===== src/design/client_registry_heartbeat_macros.svh =====
// assertion macros for the client registry design, used by crh_back
// needs clk and rst_n in scope where a macro is used
`ifndef CLIENT_REGISTRY_HEARTBEAT_MACROS_SVH
`define CLIENT_REGISTRY_HEARTBEAT_MACROS_SVH

// condition holds on every edge out of reset
`define CRH_ASSERT_ALWAYS(lbl, cond, msg) \
  lbl: assert property (@(posedge clk) disable iff (!rst_n) (cond)) else $error(msg);

// consequent holds in the same cycle as the antecedent
`define CRH_ASSERT_IMPLY(lbl, ante, cons, msg) \
  lbl: assert property (@(posedge clk) disable iff (!rst_n) (ante) |-> (cons)) else $error(msg);

// consequent holds in the cycle after the antecedent
`define CRH_ASSERT_NEXT(lbl, ante, cons, msg) \
  lbl: assert property (@(posedge clk) disable iff (!rst_n) (ante) |=> (cons)) else $error(msg);

`endif


===== src/design/crh_pkg.sv =====
// types, codes and defaults of the client registry
// no dependencies
package crh_pkg;

  localparam int TABLE_SIZE_DEF = 32;
  localparam int KEY_BITS_DEF   = 64;
  localparam int MAX_RESULTS    = 32;
  localparam logic [5:0] CLIENT_LIMIT_RST = 6'd20;

  // input kind codes
  localparam logic [2:0] KIND_REGISTER   = 3'd0;
  localparam logic [2:0] KIND_PONG       = 3'd1;
  localparam logic [2:0] KIND_UNREGISTER = 3'd2;
  localparam logic [2:0] KIND_SWEEP      = 3'd3;
  localparam logic [2:0] KIND_DISPATCH   = 3'd4;

  typedef enum logic [2:0] {
    STAT_ACCEPTED   = 3'd0,
    STAT_FULL       = 3'd1,
    STAT_NAME_USED  = 3'd2,
    STAT_NO_CLIENT  = 3'd3,
    STAT_DISPATCHED = 3'd4,
    STAT_PING       = 3'd5,
    STAT_NONE       = 3'd6
  } status_t;

  typedef enum logic [2:0] {
    OP_REG,
    OP_PONG,
    OP_UNREG,
    OP_SWEEP,
    OP_DISP
  } op_t;

  typedef enum logic [1:0] {
    ST_IDLE,
    ST_DIV,
    ST_COMPACT,
    ST_PING
  } state_t;

  // classified command handed from front to back
  typedef struct packed {
    op_t          op;
    logic [63:0]  key;
    logic [15:0]  id;
    logic         link;
  } cmd_t;

endpackage


===== src/design/crh_if.sv =====
// channel interfaces of the client registry: input, result, configuration
// no dependencies
interface crh_in_if;
  logic        valid;
  logic        ready;
  logic [2:0]  kind;
  logic [63:0] name_key;
  logic [15:0] client_id;
  logic        link;
  modport source (output valid, kind, name_key, client_id, link, input ready);
  modport sink (input valid, kind, name_key, client_id, link, output ready);
endinterface



===== src/design/crh_front.sv =====
// front part: accepts input beats, classifies kind, two-entry command queue
// depends on crh_pkg and crh_if
module crh_front #(
  parameter int KEY_BITS = crh_pkg::KEY_BITS_DEF
) (
  input  logic          clk,
  input  logic          rst_n,
  crh_in_if.sink        in_ch,
  output logic          cmd_valid,
  output crh_pkg::cmd_t cmd,
  input  logic          cmd_pop
);

  crh_pkg::cmd_t q_r [2];
  logic          wr_ptr_r, wr_ptr_nxt;
  logic          rd_ptr_r, rd_ptr_nxt;
  logic [1:0]    fill_r, fill_nxt;
  logic          push, known;
  crh_pkg::cmd_t new_cmd;
  logic [63:0]   key_mask;

  assign key_mask = (KEY_BITS >= 64) ? {64{1'b1}} : ((64'd1 << KEY_BITS) - 64'd1);

  always_comb begin
    known       = 1'b1;
    new_cmd.op  = crh_pkg::OP_REG;
    unique case (in_ch.kind)
      crh_pkg::KIND_REGISTER:   new_cmd.op = crh_pkg::OP_REG;
      crh_pkg::KIND_PONG:       new_cmd.op = crh_pkg::OP_PONG;
      crh_pkg::KIND_UNREGISTER: new_cmd.op = crh_pkg::OP_UNREG;
      crh_pkg::KIND_SWEEP:      new_cmd.op = crh_pkg::OP_SWEEP;
      crh_pkg::KIND_DISPATCH:   new_cmd.op = crh_pkg::OP_DISP;
      default:                  known = 1'b0;
    endcase
    new_cmd.key  = in_ch.name_key & key_mask;
    new_cmd.id   = in_ch.client_id;
    new_cmd.link = in_ch.link;
  end

  assign in_ch.ready = (fill_r != 2'd2);
  // undefined kinds are taken and dropped
  assign push      = in_ch.valid && in_ch.ready && known;
  assign cmd_valid = (fill_r != 2'd0);
  assign cmd       = q_r[rd_ptr_r];

  always_comb begin
    wr_ptr_nxt = push ? ~wr_ptr_r : wr_ptr_r;
    rd_ptr_nxt = cmd_pop ? ~rd_ptr_r : rd_ptr_r;
    fill_nxt   = fill_r + {1'b0, push} - {1'b0, cmd_pop};
  end

  always_ff @(posedge clk) begin
    if (!rst_n) begin
      wr_ptr_r <= 1'b0;
      rd_ptr_r <= 1'b0;
      fill_r   <= 2'd0;
    end else begin
      wr_ptr_r <= wr_ptr_nxt;
      rd_ptr_r <= rd_ptr_nxt;
      fill_r   <= fill_nxt;
    end
  end

  always_ff @(posedge clk) begin
    if (push) begin
      q_r[wr_ptr_r] <= new_cmd;
    end
  end

endmodule


===== src/flat_wrapper.sv =====
// flat-port wrapper written by rule: the top's interface ports become plain ports
module crh_front_flat 
#(
  parameter int KEY_BITS = crh_pkg::KEY_BITS_DEF
)
  (clk, rst_n, cmd_valid, cmd, cmd_pop, in_ch_valid, in_ch_kind, in_ch_name_key, in_ch_client_id, in_ch_link, in_ch_ready);
  crh_in_if in_ch_i ();
  input  logic clk;
  input  logic rst_n;
  output logic cmd_valid;
  output crh_pkg::cmd_t cmd;
  input  logic cmd_pop;
  input wire logic [$bits(in_ch_i.valid)-1:0] in_ch_valid;
  input wire logic [$bits(in_ch_i.kind)-1:0] in_ch_kind;
  input wire logic [$bits(in_ch_i.name_key)-1:0] in_ch_name_key;
  input wire logic [$bits(in_ch_i.client_id)-1:0] in_ch_client_id;
  input wire logic [$bits(in_ch_i.link)-1:0] in_ch_link;
  output wire logic [$bits(in_ch_i.ready)-1:0] in_ch_ready;
  assign in_ch_i.valid = in_ch_valid;
  assign in_ch_i.kind = in_ch_kind;
  assign in_ch_i.name_key = in_ch_name_key;
  assign in_ch_i.client_id = in_ch_client_id;
  assign in_ch_i.link = in_ch_link;
  assign in_ch_ready = in_ch_i.ready;
  crh_front #(.KEY_BITS(KEY_BITS)) u_core (.clk(clk), .rst_n(rst_n), .in_ch(in_ch_i), .cmd_valid(cmd_valid), .cmd(cmd), .cmd_pop(cmd_pop));
endmodule

===== config.mk =====
export PLATFORM = sky130hd
export DESIGN_NAME = crh_front_flat
export DESIGN_NICKNAME = d
export VERILOG_FILES = /design/src/design/client_registry_heartbeat_macros.svh /design/src/design/crh_pkg.sv /design/src/design/crh_if.sv /design/src/design/crh_front.sv /design/src/flat_wrapper.sv
export SDC_FILE = /design/constraint.sdc
export NUM_CORES = 1
export LEC_CHECK = 0
export BUFFER_PORTS_ARGS = -buffer_cell sky130_fd_sc_hd__buf_2
export CAP_MARGIN = 5
export CORE_MARGIN = 5
export CORE_UTILIZATION = 40
export DETAILED_ROUTE_END_ITERATION = 7
export PLACE_DENSITY = 0.68
export SYNTH_ARGS = -nofsm -noshare
export SYNTH_HDL_FRONTEND = slang
export SYNTH_SLANG_ARGS = --single-unit

===== constraint.sdc =====
create_clock -name clk -period 7.9 [get_ports clk]
set_input_delay 0.79 -clock clk [delete_from_list [all_inputs] [get_ports clk]]
set_output_delay 0.79 -clock clk [all_outputs]
set_load 0.005 [all_outputs]

# [Word level (Yosys, flattened, before mapping)]
# Memory sizes are Yosys's and may differ from the RTL's. A register that Yosys moved wholly into a read port is not among the register bits.
# Index checks and enable logic that the tools add are counted.
[classes] n_addsub=2 mul=0 div_mod_pow=0 n_lt_le_gt_ge=0 n_eq_ne=5 n_shift=0 n_mux=6 n_bitwise=2 n_reduce_logical=5
[ops] cell="$pmux W3 S4" n=1
[ops] cell="$eq A3 B2 Y1 const B" n=2
[ops] cell="$mux W1" n=5
[ops] cell="$reduce_or A5 Y1" n=1
[ops] cell="$eq A3 B1 Y1 const B" n=1
[ops] cell="$eq A3 B3 Y1 const B" n=1
[ops] cell="$logic_not A3 Y1" n=1
[ops] cell="$add A2 B1 Y2" n=1
[ops] cell="$logic_and A1 B1 Y1" n=2
[ops] cell="$ne A2 B2 Y1 const B" n=1
[ops] cell="$not A1 Y1" n=2
[ops] cell="$reduce_bool A2 Y1" n=1
[ops] cell="$sub A2 B1 Y2" n=1
[totals] reg_bits=4 latch_bits=0 mem_bits_rw=168 romBits=0 inputBits=88 output_inout_bits=86 wordCells=24 n_memories=1
[mem_list] name="u_core.q_r" depth=2 word_bits=84 rd=1 rd_clocked_by_memory_dff=1 write_ports=1 line="crh_front.sv:14" source="crh_pkg::cmd_t q_r [2];"

# [Logic depth before layout (Yosys ltp)]
# Gate-level depths: netlist of run 1.
[logic_depth] word_depth=6 mapped_depth=7 mapped_depth_nobuf=7

# [Worst setup path after synthesis of run 1]
# Ideal clock, no wire load.
[synth_timing] kind="input port to flip-flop" from="input port in_ch_kind[0]" to="memory u_core.q_r[0][0] in the netlist's numbering, enable pin" setup_time_ns=0.537 t_arrival_ns=4.868 required_ns=7.363 setup_slack_ns=2.495 stages=3 path_buffers=0 cell_sequence="o21ai_0 -> and3_1 -> nor2b_1"
[synth_via] elab_chain_cells=6
[synth_rtl] item="start, declared" line="flat_wrapper.sv:14" source="input wire logic [$bits(in_ch_i.kind)-1:0] in_ch_kind;"
[synth_rtl] item="$eq A3 B1 Y1, or another cell as far along" line="crh_front.sv:27" source="unique case (in_ch.kind)"
[synth_rtl] item="$reduce_or A5 Y1 (no source line) *"
[synth_rtl] item="$mux W1 *" line="crh_front.sv:27"
[synth_rtl] item="$logic_and A1 B1 Y1 *" line="crh_front.sv:42" source="assign push = in_ch.valid && in_ch.ready && known;"
[synth_rtl] item="$mux W1 *" line="crh_front.sv:65" source="if (push) begin"
[synth_rtl] item="$mux W1 (implied by the code) *" line="crh_front.sv:66" source="q_r[wr_ptr_r] <= new_cmd;"
[synth_rtl] item="end, declared" line="crh_front.sv:14"
# Every way passes the cells marked *; elsewhere a longest branch is shown, timed or not.

==> results of run 1 <==
[area by class of cell]
type	count	area, um^2	area share [%]
multi-input cells	106	1329	16.25
clock inverters	8	95.09	1.163
well taps	216	270.3	3.304
clock buffers	20	436.7	5.339
flip-flops and latches	173	5149	62.95
inverters	3	11.26	0.1377
repair buffers	176	888.4	10.86
[metrics by stage]
| stage | hold slack [ns] | utilization [%] |
|---|---|---|
| after floorplan | 0.4514 | - |
| after global placement | 0.4943 | 47.79 |
| after detailed placement | 0.5088 | 47.79 |
| after CTS | 0.5212 | 51.12 |
| after global routing | 0.5395 | 51.12 |
| final | 0.5188 | 51.12 |
[final timing paths]
kind | startpoint | to | slack (ns) | cells past startpoint
max | flop | cmd[78] | 4.62 | 3
min | u_core.wr_ptr_r$_SDFFE_PN0N_ | u_core.wr_ptr_r$_SDFFE_PN0N_ | 0.52 | 2
max reg2reg | u_core.fill_r[0]$_SDFF_PN0_ | u_core.q_r[0][46]$_DFFE_PP_ | 5.26 | 4
min reg2reg | u_core.wr_ptr_r$_SDFFE_PN0N_ | u_core.wr_ptr_r$_SDFFE_PN0N_ | 0.52 | 2
[power by group through the flow]
stage | Sequential, W | Clock [W] | Combinational (W)
6_report | 0.00110 | 0.000757 | 0.000239
5_1_grt | 0.00111 | 0.000822 | 0.000262
2_1_floorplan | 0.00112 | 0 | 0.000149
3_3_place_gp | 0.00112 | 0 | 0.000242
4_1_cts | 0.00110 | 0.000783 | 0.000247
3_5_place_dp | 0.00112 | 0 | 0.000246
[critical path, delay by kind of cell, from the launching register on]
kind                   cells  cell delay, ns
multiplexers               1            0.43
flip-flops                 1            0.65
buffers and inverters      2            0.96
[cells by family (layout without fill, tap and decap cells)]
| group | after synthesis | after routing | share of synthesized area, % |
|---|---|---|---|
| DFF | 173 | 173 | 78.38 |
| AOI/OAI and AO/OA | 1 | 1 | 0.07618 |
| and+or+nand+nor | 16 | 16 | 1.373 |
| xor gates and xnor gates | 2 | 2 | 0.2669 |
| adders and majority gates | 2 | 2 | 0.3812 |
| buffers and inverters | 12 | 207 | 1.525 |
| muxes | 85 | 85 | 17.99 |
[sequential cells by signal (all words and copies together), names as in the netlist, named ones only]
signal	cells
u_core.fill_r	2
u_core.q_r	168
u_core.rd_ptr_r	1
u_core.wr_ptr_r	1
[cells in the final DEF (no fill, tap or decap), drive strengths merged]
| cell | netlist | final |
|---|---|---|
| and2 | 3 | 3 |
| nand2b | 2 | 2 |
| clkbuf | 0 | 20 |
| xor2 | 1 | 1 |
| o21ai | 1 | 1 |
| dfxtp | 5 | 5 |
| clkinv | 0 | 4 |
| nor2 | 3 | 3 |
| mux2i | 1 | 1 |
| edfxtp | 168 | 168 |
| inv | 3 | 4 |
| nor3 | 1 | 1 |
| ha | 2 | 2 |
| nand2 | 1 | 1 |
| and3 | 1 | 1 |
| mux2 | 84 | 84 |
| or2 | 1 | 1 |
| clkinvlp | 0 | 1 |
| bufinv | 0 | 2 |
| nor3b | 1 | 1 |
| buf | 9 | 176 |
| xnor2 | 1 | 1 |
| nor2b | 3 | 3 |
[layer usage]
layer  wire [um]  GRT usage [%]  vias to the layer above
met4         146          3.900                        2
met3         787          5.138                       18
met2        5851          20.89                      117
li1            -              -                     1513
met5          13              0                        -
met1        4853          14.64                     1552
==> flow_metrics.tcl, run 1 <==
set metrics [dict create \
    cts_max_level 4 \
    netlist_top_cells_area "edfxtp_1 (77%), mux2_4 (14%), mux2_2 (4.1%)" \
    tritoncts "built" \
    pre_cts_slack_ns 4.584 \
    grt_max_degree 55 \
    path_cells "buf_4, mux2_2, buf_2" \
    ir_drop_mv 0.1584 \
    maxSlewViolCount 0 \
    cts_max_path_buffers 2 \
    cts_resized 0 \
    routabilityCongestion 0.6952 \
    max_freq_mhz 304.6 \
    drive_above_1_share_pct 59.26 \
    die_y_um 138.1 \
    hold_path_class "flop to flop" \
    synthFlopType "edfxtp_1" \
    path_class "flop to primary output" \
    core_area_mm2 0.01600 \
    antenna_cells 0 \
    wl_per_cell_um 16.60 \
    power_density_mw_per_mm2 256.4 \
    slowest_delay_ns 0.83 \
    grtUsageTotal_pct 12.44 \
    grt_pass1_vias 3501 \
    synth.top_cell.area_share_pct 76.86 \
    syn_avg_cell_area_um2 22.56 \
    cts.sinks 173 \
    min_period_ns 3.283 \
    insertion_delay_ns 0.41 \
    portBuffers 173 \
    cpMaxStageDelayCell "buf_4" \
    wl_um 11650 \
    hold_viol 0 \
    yosysMostFrequentCell "edfxtp_1" \
    io_pins 174 \
    fill_cells 1348 \
    place_hpwl_um 8040 \
    p_sw_w 0.0004310 \
    synth_seq_cells 173 \
    drc_errors 0 \
    firstDrtPassIters 4 \
    pwr-share-seq_pct 52.5 \
    synth_area_leader_cell "edfxtp_1" \
    p_leak_nw 3.167 \
    final_cells 702 \
    synth.distinct_cells 21 \
    start_util_pct 41.02 \
    globalRouteOverflowTotal 0 \
    path_max_fanout 54 \
    postCtsSetupRepairBufs 0 \
    max-slew-margin-rel_pct 35.48 \
    ys_async_sr_fraction_pct 0 \
    fin_area_mm2 0.008179 \
    ant_nets 0 \
    dp_cells 674 \
    cp-end-kind "primary output" \
    cp.arrival_ns 2.49 \
    place_area_mm2 0.007647 \
    setup-tns-final_ns 0 \
    syn2layout_area_growth_pct 24.61 \
    yosysSeqAreaShare_pct 78.38 \
    setup_viol 0 \
    post-route-period-util_pct 41.55 \
    startpoint_type "flop" \
    first_iter_violations 138 \
    worst-slew-pin-transition_ns 0.9678 \
    timing.final.ws_setup_ns 4.617 \
    vias 3202 \
    ys_warn_count 0 \
    drv_cap 0 \
    intPower_w 0.001666 \
    syn-instance-count 291 \
    die_w_um 138.1 \
    vias_per_cell 4.561 \
    clock_skew_ns 0.009251 \
    crit_required_ns 7.11 \
    clkPwrFrac_pct 36.1 \
    syn_area_mm2 0.006564 \
    antenna_found_initial 1 \
    grt_pass1_wl_um 18610 \
    synth-edff-count 168 \
    p_sw_share_pct 20.55 \
    postCtsHoldBufs 0 \
    rows 46 \
    synth_nets 381 \
    die_area_mm2 0.01907 \
    clockRootBuffer "clkbuf_16" \
    status "finished, final reports clean" \
    rsz0062_at_grt "no" \
    numCtsBuffers 17 \
    power.total_w 0.002097 \
    clkTransAtPathRegs_ns 0.06 \
    yosys-top-cells-count "edfxtp_1 (168), mux2_4 (60), mux2_2 (24)" \
    comb_power_share_pct 11.4 \
    nets 567 \
]
Power figures use the tool's default switching activity.
==> run 2: changes to the inputs <==
--- a/config.mk
+++ b/config.mk
@@ -10,7 +10,7 @@
 export CORE_MARGIN = 5
 export CORE_UTILIZATION = 40
 export DETAILED_ROUTE_END_ITERATION = 7
-export PLACE_DENSITY = 0.68
+export PLACE_DENSITY = 0.71
 export SYNTH_ARGS = -nofsm -noshare
 export SYNTH_HDL_FRONTEND = slang
 export SYNTH_SLANG_ARGS = --single-unit
==> constraint.sdc (replaced) <==
create_clock -name clk -period 2.9 [get_ports clk]
set_input_delay 0.29 -clock clk [delete_from_list [all_inputs] [get_ports clk]]
set_output_delay 0.29 -clock clk [all_outputs]
set_load 0.005 [all_outputs]
==> flow_metrics.tcl, run 2 (same netlist as run 1, synthesis figures left out) <==
set metrics [dict create \
    firstDrtPassIters 4 \
    portBuffers 173 \
    start_util_pct 41.02 \
    setup-tns-final_ns 0 \
    place_hpwl_um 8466 \
    pwr-share-seq_pct 51.8 \
    worst-slew-pin-transition_ns 0.5848 \
    numCtsBuffers 17 \
    pre_cts_slack_ns 0.9888 \
    nets 571 \
    path_max_fanout 36 \
    p_sw_w 0.001241 \
    startpoint_type "flop" \
    grt_pass1_wl_um 18900 \
    grt_max_degree 85 \
    insertion_delay_ns 0.41 \
    die_area_mm2 0.01907 \
    wl_um 12180 \
    grtUsageTotal_pct 12.75 \
    clock_skew_ns 0.006028 \
    hold_path_class "input port to flop" \
    die_w_um 138.1 \
    syn2layout_area_growth_pct 26.00 \
    clkTransAtPathRegs_ns 0.06 \
    antenna_found_initial 1 \
    io_pins 174 \
    max_freq_mhz 433.0 \
    drc_errors 0 \
    largest_reg_flops 168 \
    timing.final.ws_setup_ns 0.5906 \
    cts.sinks 173 \
    postCtsHoldBufs 0 \
    core_area_mm2 0.01600 \
    first_iter_violations 98 \
    rows 46 \
    largest-register "u_core.q_r" \
    drive_above_1_share_pct 59.72 \
    min_period_ns 2.309 \
    path_class "flop to primary output" \
    max-slew-margin-rel_pct 61.01 \
    globalRouteOverflowTotal 0 \
    power_density_mw_per_mm2 701.6 \
    routabilityCongestion 0.7334 \
    place_area_mm2 0.007715 \
    final_common_cell "buf_2" \
    p_leak_nw 3.216 \
    drv_cap 0 \
    postCtsSetupRepairBufs 0 \
    cp-end-kind "primary output" \
    crit_required_ns 2.61 \
    clockRootBuffer "clkbuf_16" \
    vias_per_cell 4.599 \
    power.total_w 0.005803 \
    wl_per_cell_um 17.15 \
    cts_max_path_buffers 2 \
    die_y_um 138.1 \
    reg_top3 "u_core.q_r x168, u_core.fill_r x2" \
    p_sw_share_pct 21.38 \
    clkPwrFrac_pct 36.8 \
    reg2reg_slack_ns 1.12 \
    fin_area_mm2 0.008270 \
    antenna_cells 0 \
    maxSlewViolCount 0 \
    ant_nets 0 \
    cts_resized 0 \
    ir_drop_mv 0.4078 \
    status "finished, final reports clean" \
    vias 3265 \
    hold_viol 0 \
    setup_viol 0 \
    comb_power_share_pct 11.5 \
    intPower_w 0.004562 \
    rsz0062_at_grt "no" \
    grt_pass1_vias 3653 \
    tritoncts "built" \
    final_cell_mix "buf_2 (173), edfxtp_1 (168), mux2_4 (60)" \
    cts_max_level 4 \
    post-route-period-util_pct 79.64 \
    cp.arrival_ns 2.02 \
]
-- run 2: cell types whose count changed in the layout (fill, tap and decap cells not counted), sizes merged --
cell	before	now
clkbuf	20	19
clkinvlp	1	0
buf	176	180
clkinv	4	10
-- run 2: cell type report --
cell class	instances	area [um^2]
repair buffers	180	955.9
flip-flops and latches	173	5149
multi-input cells	106	1329
fillers	1351	7730
inverters	3	11.26
well taps	216	270.3
clock inverters	13	122.6
clock buffers	19	432.9
-- run 2: critical path: stages (launching register included) --
cell	delay (ns)
dfxtp_4	0.73
buf_4	0.38
mux2_2	0.36
buf_2	0.13
-- run 2: power groups by stage --
stage	clock [W]	sequential, W	combinational, W
after floorplan	0	0.00302	0.000410
after global placement	0	0.00305	0.000670
after detailed placement	0	0.00306	0.000680
after CTS	0.00220	0.00301	0.000683
after global routing	0.00231	0.00302	0.000721
final	0.00213	0.00300	0.000664
-- run 2: worst paths after layout --
check | from | end | cells past startpoint
hold / removal | in_ch_name_key[56] | u_core.q_r[0][73]$_DFFE_PP_ | 1
hold reg to reg | u_core.rd_ptr_r$_SDFFE_PN0P_ | u_core.rd_ptr_r$_SDFFE_PN0P_ | 2
setup reg to reg | u_core.fill_r[0]$_SDFF_PN0_ | u_core.q_r[1][38]$_DFFE_PP_ | 4
setup / recovery | flop | cmd[8] | 3
-- run 2: routing by layer --
| metal | part of all wire (%) | track usage, % | up-vias |
|---|---|---|---|
| met2 | 50 | 21.33 | 130 |
| met3 | 7.8 | 5.379 | 17 |
| met5 | 0.12 | 0 | - |
| li1 | - | - | 1523 |
| met4 | 1.7 | 5.356 | 2 |
| met1 | 41 | 14.43 | 1593 |
-- run 2: metrics by stage --
step / hold WS, ns / std cells / util (%)
2_1_floorplan: 0.3889 / 291 / -
3_3_place_gp: 0.4790 / 678 / 48.22
3_5_place_dp: 0.4817 / 678 / 48.22
4_1_cts: 0.03940 / 710 / 51.69
5_1_grt: 0.03376 / 710 / 51.69
6_report: 0.06316 / 710 / 51.69
